## config.mk

```make
export PLATFORM = sky130hd
export DESIGN_NAME = i2c_target_frame_responder
export DESIGN_NICKNAME = d
export VERILOG_FILES = /design/src/i2ctfr_pkg.sv /design/src/i2ctfr_ctrl.sv /design/src/i2ctfr_dp.sv /design/src/i2c_target_frame_responder.sv
export SDC_FILE = /design/constraint.sdc
export NUM_CORES = 1
export LEC_CHECK = 0
export BUFFER_PORTS_ARGS = -buffer_cell sky130_fd_sc_hd__buf_2
export CAP_MARGIN = 20
export CORE_MARGIN = 2
export CORE_UTILIZATION = 65
export CTS_BUF_LIST = sky130_fd_sc_hd__clkbuf_8
export DETAILED_ROUTE_END_ITERATION = 7
export PLACE_DENSITY_LB_ADDON = 0.15
export REMOVE_ABC_BUFFERS = 1
export SLEW_MARGIN = 20
export SYNTH_ARGS = -nofsm -noshare
export SYNTH_HDL_FRONTEND = slang
export SYNTH_SLANG_ARGS = --single-unit
```

## constraint.sdc

```tcl
create_clock -name clk -period 6.8 [get_ports clk]
set_clock_uncertainty 0.15 [all_clocks]
set_input_delay 0.34 -clock clk [delete_from_list [all_inputs] [get_ports clk]]
set_output_delay 0.34 -clock clk [all_outputs]
set_load 0.02 [all_outputs]
```

## src/i2ctfr_pkg.sv

```systemverilog
package i2ctfr_pkg;

  localparam int RX_FRAME_LEN = 9;
  localparam int TX_FRAME_LEN = 15;
  localparam int STORE_DEPTH  = 16;
  localparam int IDX_W        = $clog2(STORE_DEPTH);
  localparam int PTR_W        = 5;
  localparam int PAYLOAD_LEN  = 12;

  // reply layout
  localparam logic [IDX_W-1:0] POS_MODE_ID = IDX_W'(12);
  localparam logic [IDX_W-1:0] POS_FRAME   = IDX_W'(13);
  localparam logic [IDX_W-1:0] POS_SUM     = IDX_W'(14);

  typedef enum logic [1:0] {
    ACT_BUS   = 2'd0,
    ACT_RX    = 2'd1,
    ACT_READ  = 2'd2,
    ACT_BUILD = 2'd3
  } action_t;

  typedef logic [7:0] byte_t;

  localparam byte_t PAYLOAD_TABLE [4][PAYLOAD_LEN] = '{
    '{8'hFF, 8'hFF, 8'h00, 8'h00, 8'h00, 8'h00, 8'h00, 8'h00, 8'h00, 8'h00, 8'h00, 8'h00},
    '{8'h48, 8'h61, 8'h6E, 8'h64, 8'h72, 8'h61, 8'h64, 8'h20, 8'h30, 8'h30, 8'h30, 8'h31},
    '{8'h3B, 8'h59, 8'hE8, 8'h2A, 8'hE9, 8'hB1, 8'hBE, 8'hD8, 8'h00, 8'h00, 8'h00, 8'h00},
    '{8'h41, 8'h42, 8'h43, 8'h44, 8'h31, 8'h32, 8'h33, 8'h34, 8'h35, 8'h36, 8'h37, 8'h38}
  };

  localparam byte_t MODE_IDS [4] = '{8'd1, 8'd3, 8'd4, 8'd5};

  // byte of the reply header area (positions 0..12) for a given mode
  function automatic byte_t header_byte(input logic [1:0] mode, input logic [IDX_W-1:0] pos);
    byte_t b;
    b = 8'h00;
    if (pos < IDX_W'(PAYLOAD_LEN)) begin
      b = PAYLOAD_TABLE[mode][pos];
    end else if (pos == POS_MODE_ID) begin
      b = MODE_IDS[mode];
    end
    return b;
  endfunction

  // controller -> datapath
  typedef struct packed {
    logic event_go;     // accept of a bus/rx/read request
    logic build_start;  // accept of a build request
    logic build_step;   // write one reply byte
    logic build_finish; // write checksum, load result
  } cmd_t;

  // datapath -> controller
  typedef struct packed {
    logic fill_last;    // step writing the frame number
  } stat_t;

endpackage

```

## src/i2ctfr_ctrl.sv

```systemverilog
module i2ctfr_ctrl
  import i2ctfr_pkg::*;
(
  input  logic       clk,
  input  logic       rst,
  input  logic       in_valid,
  input  logic [1:0] action,
  output logic       in_stall,
  output logic       out_valid,
  input  logic       out_stall,
  input  stat_t      stat,
  output cmd_t       cmd
);

  typedef enum logic [2:0] {
    ST_IDLE   = 3'b001,
    ST_BUILD  = 3'b010,
    ST_FINISH = 3'b100
  } state_t;

  state_t state, state_next;
  logic   out_free;
  logic   accept;
  logic   load_out;
  logic   out_valid_next;

  assign out_free = !out_valid || !out_stall;
  assign in_stall = (state != ST_IDLE) || !out_free;
  assign accept   = in_valid && !in_stall;

  always_comb begin
    state_next       = state;
    cmd              = '0;
    unique case (state)
      ST_IDLE: begin
        if (accept) begin
          if (action_t'(action) == ACT_BUILD) begin
            cmd.build_start = 1'b1;
            state_next      = ST_BUILD;
          end else begin
            cmd.event_go = 1'b1;
          end
        end
      end
      ST_BUILD: begin
        cmd.build_step = 1'b1;
        if (stat.fill_last) begin
          state_next = ST_FINISH;
        end
      end
      ST_FINISH: begin
        if (out_free) begin
          cmd.build_finish = 1'b1;
          state_next       = ST_IDLE;
        end
      end
      default: begin
        state_next = ST_IDLE;
      end
    endcase
  end

  assign load_out       = cmd.event_go || cmd.build_finish;
  assign out_valid_next = load_out || (out_valid && out_stall);

  always_ff @(posedge clk) begin
    if (rst) begin
      state     <= ST_IDLE;
      out_valid <= 1'b0;
    end else begin
      state     <= state_next;
      out_valid <= out_valid_next;
    end
  end

endmodule

```

## src/i2ctfr_dp.sv

```systemverilog
module i2ctfr_dp
  import i2ctfr_pkg::*;
(
  input  logic       clk,
  input  logic       rst,
  input  logic [1:0] action,
  input  logic [7:0] rx_byte,
  input  logic       first_byte,
  input  logic [1:0] reply_mode,
  input  cmd_t       cmd,
  output stat_t      stat,
  output logic [7:0] read_data,
  output logic       rx_frame_done,
  output logic       rx_overrun,
  output logic       tx_overrun
);

  byte_t            tx_store [STORE_DEPTH];
  logic [PTR_W-1:0] rx_index, rx_index_next;
  logic [PTR_W-1:0] tx_index, tx_index_next;
  logic [7:0]       frame_counter;
  logic [1:0]       mode;
  logic [IDX_W-1:0] step;
  byte_t            sum;

  logic [PTR_W-1:0] rx_base, rx_inc, tx_inc;
  logic             done_c, rx_ovr_c, tx_ovr_c;
  byte_t            data_c, step_byte;

  // Incoming bytes are only counted: rx_byte is never stored,
  // so its value never reaches a result.
  always_comb begin
    rx_index_next = rx_index;
    tx_index_next = tx_index;
    done_c        = 1'b0;
    rx_ovr_c      = 1'b0;
    tx_ovr_c      = 1'b0;
    data_c        = 8'h00;
    rx_base       = first_byte ? '0 : rx_index;
    rx_inc        = rx_base + PTR_W'(1);
    tx_inc        = tx_index + PTR_W'(1);
    unique case (action_t'(action))
      ACT_BUS: begin
        rx_index_next = '0;
        tx_index_next = '0;
      end
      ACT_RX: begin
        rx_index_next = rx_inc;
        done_c        = (rx_inc == PTR_W'(RX_FRAME_LEN));
        if (rx_inc > PTR_W'(RX_FRAME_LEN)) begin
          rx_index_next = '0;
          rx_ovr_c      = 1'b1;
        end
      end
      ACT_READ: begin
        data_c        = tx_store[tx_index[IDX_W-1:0]];
        tx_index_next = tx_inc;
        if (tx_inc > PTR_W'(TX_FRAME_LEN)) begin
          tx_index_next = '0;
          tx_ovr_c      = 1'b1;
        end
      end
      default: begin
      end
    endcase
  end

  assign step_byte      = (step == POS_FRAME) ? frame_counter : header_byte(mode, step);
  assign stat.fill_last = (step == POS_FRAME);

  always_ff @(posedge clk) begin
    if (rst) begin
      rx_index      <= '0;
      tx_index      <= '0;
      frame_counter <= '0;
      for (int i = 0; i < STORE_DEPTH; i++) begin
        tx_store[i] <= 8'(i);
      end
    end else begin
      if (cmd.event_go) begin
        rx_index <= rx_index_next;
        tx_index <= tx_index_next;
      end
      if (cmd.build_step) begin
        tx_store[step] <= step_byte;
        if (step == POS_FRAME) begin
          frame_counter <= frame_counter + 8'd1;
        end
      end
      if (cmd.build_finish) begin
        tx_store[POS_SUM] <= sum;
      end
    end
  end

  // build sequencer and result register
  always_ff @(posedge clk) begin
    if (cmd.build_start) begin
      mode <= reply_mode;
      step <= '0;
      sum  <= 8'h00;
    end else if (cmd.build_step) begin
      step <= step + IDX_W'(1);
      if (step <= POS_MODE_ID) begin
        sum <= (sum ^ step_byte) + 8'd1;
      end
    end
    if (cmd.event_go) begin
      read_data     <= data_c;
      rx_frame_done <= done_c;
      rx_overrun    <= rx_ovr_c;
      tx_overrun    <= tx_ovr_c;
    end else if (cmd.build_finish) begin
      read_data     <= sum;
      rx_frame_done <= 1'b0;
      rx_overrun    <= 1'b0;
      tx_overrun    <= 1'b0;
    end
  end

endmodule

```

## src/i2c_target_frame_responder.sv

```systemverilog
// Channel | Handshake            | Payload
// --------+----------------------+---------------------------------------------
// in      | in_valid / in_stall  | action, rx_byte, first_byte, reply_mode
// out     | out_valid / out_stall| read_data, rx_frame_done, rx_overrun,
//         |                      | tx_overrun
//
// Bus start/stop, received byte and read requests finish in the accept cycle;
// the result lands in the output register on the next edge.
// A build request: accept, 14 byte writes into the transmit buffer (the first
// 13 folded into the checksum one byte per cycle), then the checksum write.
// rst is synchronous: indices and frame counter clear, transmit buffer
// entry i reloads with i.
// in_stall stays high during a build and while an unread result is stalled.
module i2c_target_frame_responder
  import i2ctfr_pkg::*;
(
  input  logic       clk,
  input  logic       rst,
  // request channel
  input  logic       in_valid,
  output logic       in_stall,
  input  logic [1:0] action,
  input  logic [7:0] rx_byte,
  input  logic       first_byte,
  input  logic [1:0] reply_mode,
  // result channel
  output logic       out_valid,
  input  logic       out_stall,
  output logic [7:0] read_data,
  output logic       rx_frame_done,
  output logic       rx_overrun,
  output logic       tx_overrun
);

  cmd_t  cmd;
  stat_t stat;

  // Sequencer: decides when a request is taken, steps the reply build and
  // owns the result valid flag.
  i2ctfr_ctrl u_ctrl (
    .clk       (clk),
    .rst       (rst),
    .in_valid  (in_valid),
    .action    (action),
    .in_stall  (in_stall),
    .out_valid (out_valid),
    .out_stall (out_stall),
    .stat      (stat),
    .cmd       (cmd)
  );

  // Transmit buffer, indices, frame counter, checksum and the result register.
  i2ctfr_dp u_dp (
    .clk           (clk),
    .rst           (rst),
    .action        (action),
    .rx_byte       (rx_byte),
    .first_byte    (first_byte),
    .reply_mode    (reply_mode),
    .cmd           (cmd),
    .stat          (stat),
    .read_data     (read_data),
    .rx_frame_done (rx_frame_done),
    .rx_overrun    (rx_overrun),
    .tx_overrun    (tx_overrun)
  );

endmodule
```

==> impl_metrics.json, run 1 <==
{
  "outcome": "completed",
  "grt_max_degree": 40,
  "p_switching_mw": 0.500,
  "grt_antenna_before_repair": 0,
  "area_delta_synth_final_pct": 7.09,
  "cp-end-kind": "flip-flop",
  "p_seq_frac": 0.597,
  "synth_top_family_by_area": "simple AND/OR/NAND/NOR gates",
  "cpPeakStageDelay_ns": 0.92,
  "worstSetupEndpoint": "u_dp.sum[4]",
  "ant_nets": 0,
  "muxShareOfSynthArea": 0.106,
  "num_io_pins": 30,
  "postSynthAreaPerCell_sq_um": 11.9,
  "regToRegEndpoint": "u_dp.sum[4]",
  "crit_chain": "inv_1 > ha_1 > and3_1 > a32oi_4 > xor2_2 > or3b_2 > xor2_1 > nand2_1 > mux2i_1",
  "overflow": 0,
  "ctsResizeCount": 0,
  "power.leakage_nw": 3.22,
  "grt_pass1_vias": 5886,
  "cpMaxStageDelayCell": "dfxtp_1",
  "gp_congestion": 0.886,
  "wl_per_cell_microns": 20.8,
  "nFillCells": 919,
  "switching_share": 0.244,
  "cts_num_sinks": 179,
  "p_per_area_nw_per_um2": 219,
  "synthAdderAreaFrac": 0.0240,
  "setup_violations": 0,
  "hp-class": "in -> reg",
  "tightest_slew_ns": 0.895,
  "wirelength_microns": 19600,
  "ys_seq_elements": 179,
  "yosys.area.top_type": "edfxtp_1",
  "cts_tree": "yes",
  "fin_total_pwr_mw": 2.05,
  "post-route-period-util": 0.602,
  "cap_violations": 0,
  "finalSetupTns_ns": 0,
  "root_buffer": "clkbuf_8",
  "num_vias": 6001,
  "synth.distinct_cells": 67,
  "fmax_ghz": 0.244,
  "drt_iter0_markers": 690,
  "synth_xor_area_frac": 0.0219,
  "clk_path_buf_depth": 2,
  "drv_slew": 0,
  "synth_cells": 737,
  "p_clk_frac": 0.322,
  "initial_core_util": 0.664,
  "drc": 0,
  "synth_area_sq_um": 8760,
  "reg2reg_depth": 9,
  "synth-seq-area-share": 0.570,
  "grtUsageTotal": 0.288,
  "port_buffers": 21,
  "yosysTopAreaCellShare": 0.483,
  "yosysWarningCount": 0,
  "required_ns": 7.04,
  "grt_pass1_wl_microns": 31100,
  "worstPathMaxFanout": 25,
  "critPathLaunch": "u_dp.step[1]",
  "fp-row-count": 42,
  "post-route-min-period_ns": 4.09,
  "async_flop_share": 0,
  "cts_setup_buffers": 0,
  "synth-edff-count": 141,
  "startpoint_type": "flip-flop",
  "clk_pin_slew_ns": 0.09,
  "die_x_microns": 120,
  "htreeDepth": 4,
  "nNetsFinal": 787,
  "synthSimpleGateAreaFrac": 0.171,
  "drtPass1Iterations": 8,
  "numCtsBuffers": 17,
  "die_area_sq_um": 14400,
  "post_drt_via_cell_ratio": 6.36,
  "drive_gt1_frac": 0.146,
  "vdd_drop_max_mv": 0.154,
  "crit_arrival_ns": 4.34,
  "reg2reg_slack_ns": 2.71,
  "worstSetupPathType": "reg -> reg",
  "r2r_start": "u_dp.step[1]",
  "rsz0062_at_grt": "no",
  "dp_slack_ns": 2.87,
  "intPower_mw": 1.55,
  "synthTopCellsByArea": "edfxtp_1 48%, mux4_2 9.0%, dfxtp_1 8.7%",
  "final_hold_viol_count": 0,
  "core_sq_um": 13200,
  "insertion_delay_ns": 0.47,
  "pwr-share-comb": 0.081,
  "layout_setup_ws_ns": 2.71,
  "ys.flop_type": "edfxtp_1",
  "final_util": 0.711,
  "synth-compound-area-share": 0.0806,
  "die_h_microns": 120,
  "synth_common_cells": "141 x edfxtp_1, 130 x nor2_1, 69 x nand2_1",
  "synth.most_common_cell": "edfxtp_1",
  "diodes": 0,
  "hpwl_microns": 13100,
  "max_slew_margin": 0.403
}
worst min-delay path by stage:
stage                                 from                to  slack, ns  depth (start not counted)
after floorplan                        rst   u_ctrl.state[1]       0.26                          1
after global placement    u_dp.rx_index[4]  u_dp.rx_index[4]       0.34                          1
after detailed placement  u_dp.rx_index[4]  u_dp.rx_index[4]       0.34                          1
after CTS                        action[1]   u_dp.tx_overrun       0.08                          3
after global routing             action[1]   u_dp.tx_overrun       0.09                          3
final                            action[1]   u_dp.tx_overrun       0.09                          3
metal layers:
| layer | global-route usage | wire [microns] |
|---|---|---|
| met1 | 0.378 | 7740 |
| met2 | 0.471 | 9880 |
| met3 | 0.0651 | 1450 |
| met4 | 0.116 | 551 |
| met5 | 0 | 0 |
logic make-up (layout without fill, tap and decap cells):
group,count (synthesis),after routing
compound gates,101,101
xor+xnor,21,21
fa+ha+maj,17,17
buf+inv,55,78
flops,179,179
mux,49,49
other cells,1,8
simple gates,314,314
critical path: cells and delay by family (launching register included):
kind                     cells  cell delay, ns
AND/OR/NAND/NOR              3            1.01
flip-flops                   1            0.92
AO/OA/AOI/OAI                1            0.69
adder cells (fa/ha/maj)      1            0.45
XOR/XNOR                     2            0.35
buffers and inverters        1            0.23
multiplexers                 1            0.21
flip-flops by register name (all words and copies together), names as in the netlist, 2 cells and up, named ones only:
signal and count:
u_dp.mode 2, u_dp.step 4, u_dp.tx_store 128, u_ctrl.state 3
u_dp.sum 8, u_dp.read_data 8, u_dp.tx_index 5, u_dp.frame_counter 8
u_dp.rx_index 5
metrics by stage:
stage                     cell area, sq um  instances  hold slack (ns)
after floorplan                       8620        704            0.259
after global placement                9000        908            0.338
after detailed placement              9000        908            0.337
after CTS                             9380        943           0.0766
after global routing                  9380        943           0.0864
final                                 9380        943           0.0937
power groups by stage:
| stage | registers [mW] | logic (mW) | clock network [mW] |
|---|---|---|---|
| 2_1_floorplan | 1.25 | 0.101 | 0 |
| 3_3_place_gp | 1.25 | 0.160 | 0 |
| 3_5_place_dp | 1.25 | 0.164 | 0 |
| 4_1_cts | 1.22 | 0.166 | 0.665 |
| 5_1_grt | 1.23 | 0.180 | 0.704 |
| 6_report | 1.22 | 0.167 | 0.660 |
placed cells by master, fill, tap and decap left out, types with 12 or more instances in the layout:
master	synthesis	routed
clkbuf_8	0	17
edfxtp_1	141	141
nand2b_1	24	24
mux2i_1	12	12
o21ai_0	15	15
inv_1	14	15
mux4_2	35	35
xor2_1	13	13
nor2_1	130	130
a21oi_1	33	33
dfxtp_1	38	37
ha_1	16	16
nor2b_1	16	16
nand2_1	69	69
nand3_1	16	16
buf_2	3	21
what timing repair did:
action                     in CTS  in global routing
hold endpoints to repair        3                  0
setup endpoints to repair       0                  0
hold buffers                    3                  0
final cells by class:
cell class	count	area, sq um	share of cell area
Tap cell	176	220	0.0235
Timing Repair Buffer	31	188	0.0200
Inverter	15	56.3	0.00600
Clock inverter	15	116	0.0124
Clock buffer	17	234	0.0249
Multi-Input combinational cell	510	3570	0.380
Sequential cell	179	5000	0.533
Note: power is estimated with default switching activity, not from simulation.
==> inputs of run 2 (changes only) <==
--- a/config.mk
+++ b/config.mk
@@ -8,7 +8,7 @@
 export BUFFER_PORTS_ARGS = -buffer_cell sky130_fd_sc_hd__buf_2
 export CAP_MARGIN = 20
 export CORE_MARGIN = 2
-export CORE_UTILIZATION = 65
+export CORE_UTILIZATION = 64
 export CTS_BUF_LIST = sky130_fd_sc_hd__clkbuf_8
 export DETAILED_ROUTE_END_ITERATION = 7
 export PLACE_DENSITY_LB_ADDON = 0.15
==> constraint.sdc (replaced) <==
create_clock -name clk -period 3.8 [get_ports clk]
set_clock_uncertainty 0.15 [all_clocks]
set_input_delay 0.19 -clock clk [delete_from_list [all_inputs] [get_ports clk]]
set_output_delay 0.19 -clock clk [all_outputs]
set_load 0.02 [all_outputs]
==> run 2 against run 1 <==
Non-clock buffer count rose by 17. Maximum frequency rose by 19%. Highest routed layer unchanged. Largest cell class unchanged. Final cell count rose by 1.8%. Sequential cell count did not move. Routed wire length rose by 4.6%. Total power rose by 77%.
==> impl_metrics.json, run 2 (synthesis results as in run 1) <==
{
  "grt_antenna_before_repair": 0,
  "die_h_microns": 121,
  "insertion_delay_ns": 0.48,
  "worstSetupPathType": "reg -> reg",
  "power.leakage_nw": 3.30,
  "largest_reg_flops": 128,
  "wl_per_cell_microns": 21.4,
  "drc": 0,
  "startpoint_type": "flip-flop",
  "hpwl_microns": 14200,
  "clk_pin_slew_ns": 0.09,
  "fmax_ghz": 0.290,
  "grt_pass1_wl_microns": 32300,
  "p_per_area_nw_per_um2": 382,
  "gp_congestion": 0.917,
  "seq_area_sq_um": 5000,
  "ant_nets": 0,
  "port_buffers": 21,
  "top_register": "u_dp.tx_store",
  "tightest_slew_ns": 0.955,
  "r2r_start": "u_dp.mode[0]",
  "diodes": 0,
  "setup_violations": 0,
  "ctsResizeCount": 0,
  "reg2reg_depth": 12,
  "grt_pass1_vias": 5950,
  "worst_hold_slack_ns": 0.110,
  "intPower_mw": 2.72,
  "regToRegEndpoint": "u_dp.sum[6]",
  "numCtsBuffers": 17,
  "p_seq_frac": 0.604,
  "nNetsFinal": 804,
  "drv_slew": 0,
  "grtUsageTotal": 0.298,
  "max_slew_margin": 0.363,
  "fp-row-count": 42,
  "outcome": "completed",
  "drt_iter0_markers": 636,
  "final_common_cell": "edfxtp_1",
  "post-route-period-util": 0.908,
  "hp-class": "in -> reg",
  "final_cell_mix": "141 x edfxtp_1, 130 x nor2_1, 69 x nand2_1",
  "required_ns": 4.02,
  "num_vias": 6136,
  "crit_arrival_ns": 3.67,
  "reg2reg_slack_ns": 0.35,
  "hold_path_end": "u_dp.frame_counter[2]",
  "p_clk_frac": 0.310,
  "die_area_sq_um": 14600,
  "pwr-share-comb": 0.086,
  "p_switching_mw": 0.909,
  "num_io_pins": 30,
  "drtPass1Iterations": 8,
  "post-route-min-period_ns": 3.45,
  "switching_share": 0.251,
  "hold_start": "rst",
  "nFillCells": 930,
  "overflow": 0,
  "clk_path_buf_depth": 2,
  "cts_num_sinks": 179,
  "finalSetupTns_ns": 0,
  "rsz0062_at_grt": "no",
  "post_drt_via_cell_ratio": 6.39,
  "wirelength_microns": 20500,
  "cts_tree": "yes",
  "worstPathMaxFanout": 8,
  "final_hold_viol_count": 0,
  "initial_core_util": 0.659,
  "drive_gt1_frac": 0.157,
  "vdd_drop_max_mv": 0.244,
  "core_sq_um": 13300,
  "area_delta_synth_final_pct": 8.37,
  "htreeDepth": 4,
  "multi_input_area_sq_um": 3570,
  "grt_max_degree": 39,
  "cp-end-kind": "flip-flop",
  "cap_violations": 0,
  "die_x_microns": 121,
  "root_buffer": "clkbuf_8",
  "whs_path_depth": 3
}
run 2: through the flow:
stage	area [sq um]	util	setup slack [ns]	instances	power (mW)
floorplan	8620	-	0.0255	704	2.42
global placement	9100	0.685	0.464	922	2.53
detailed placement	9100	0.685	0.394	922	2.54
CTS	9490	0.714	0.372	960	3.63
global route	9490	0.714	0.110	960	3.74
finish	9490	0.714	0.351	960	3.63
run 2: cell type report:
class,instances,share of cell area
clock inverter,15,0.00989
timing repair buffer,48,0.0340
clock buffer,17,0.0247
multi-input combinational,510,0.376
tap,176,0.0232
inverter,15,0.00593
sequential,179,0.526
run 2: layer usage:
| layer | global-route usage | wire [microns] |
|---|---|---|
| met4 | 0.106 | 316 |
| met5 | 0 | 0 |
| met3 | 0.0583 | 1570 |
| met2 | 0.472 | 10100 |
| met1 | 0.416 | 8550 |
run 2: repair_timing:
action                                 4_1_cts  5_1_grt
hold buffers                                 6        0
setup endpoints to repair                    0        0
endpoints found under the hold margin       10        0
setup buffers                                0        0
run 2: worst max-delay path by stage:
stage / slack [ns] / cells past startpoint / startpoint / endpoint
global placement: 0.46 / 12 / u_dp.mode[0] / u_dp.sum[6]
global route: 0.11 / 12 / u_dp.mode[0] / u_dp.sum[6]
detailed placement: 0.39 / 12 / u_dp.mode[0] / u_dp.sum[6]
floorplan: 0.03 / 8 / u_dp.step[1] / u_dp.sum[6]
CTS: 0.37 / 12 / u_dp.mode[0] / u_dp.sum[6]
finish: 0.35 / 12 / u_dp.mode[0] / u_dp.sum[6]
run 2: critical path, cell delays in order, from the launching register on:
cell       delay (ns)
edfxtp_1         0.39
inv_1            0.13
ha_1             0.32
nor2_1           0.11
mux4_2           0.50
o2bb2ai_1        0.19
or3_1            0.39
nand2_1          0.10
ha_1             0.19
nand2b_1         0.12
o41a_1           0.33
o311ai_0         0.34
nand2_1          0.09
run 2: power groups by stage:
stage          sequential, mW  clock (mW)  combinational [mW]
4_1_cts                  2.19        1.13               0.310
3_5_place_dp             2.24           0               0.304
3_3_place_gp             2.23           0               0.297
2_1_floorplan            2.24           0               0.180
6_report                 2.19        1.12               0.312
5_1_grt                  2.20        1.21               0.334
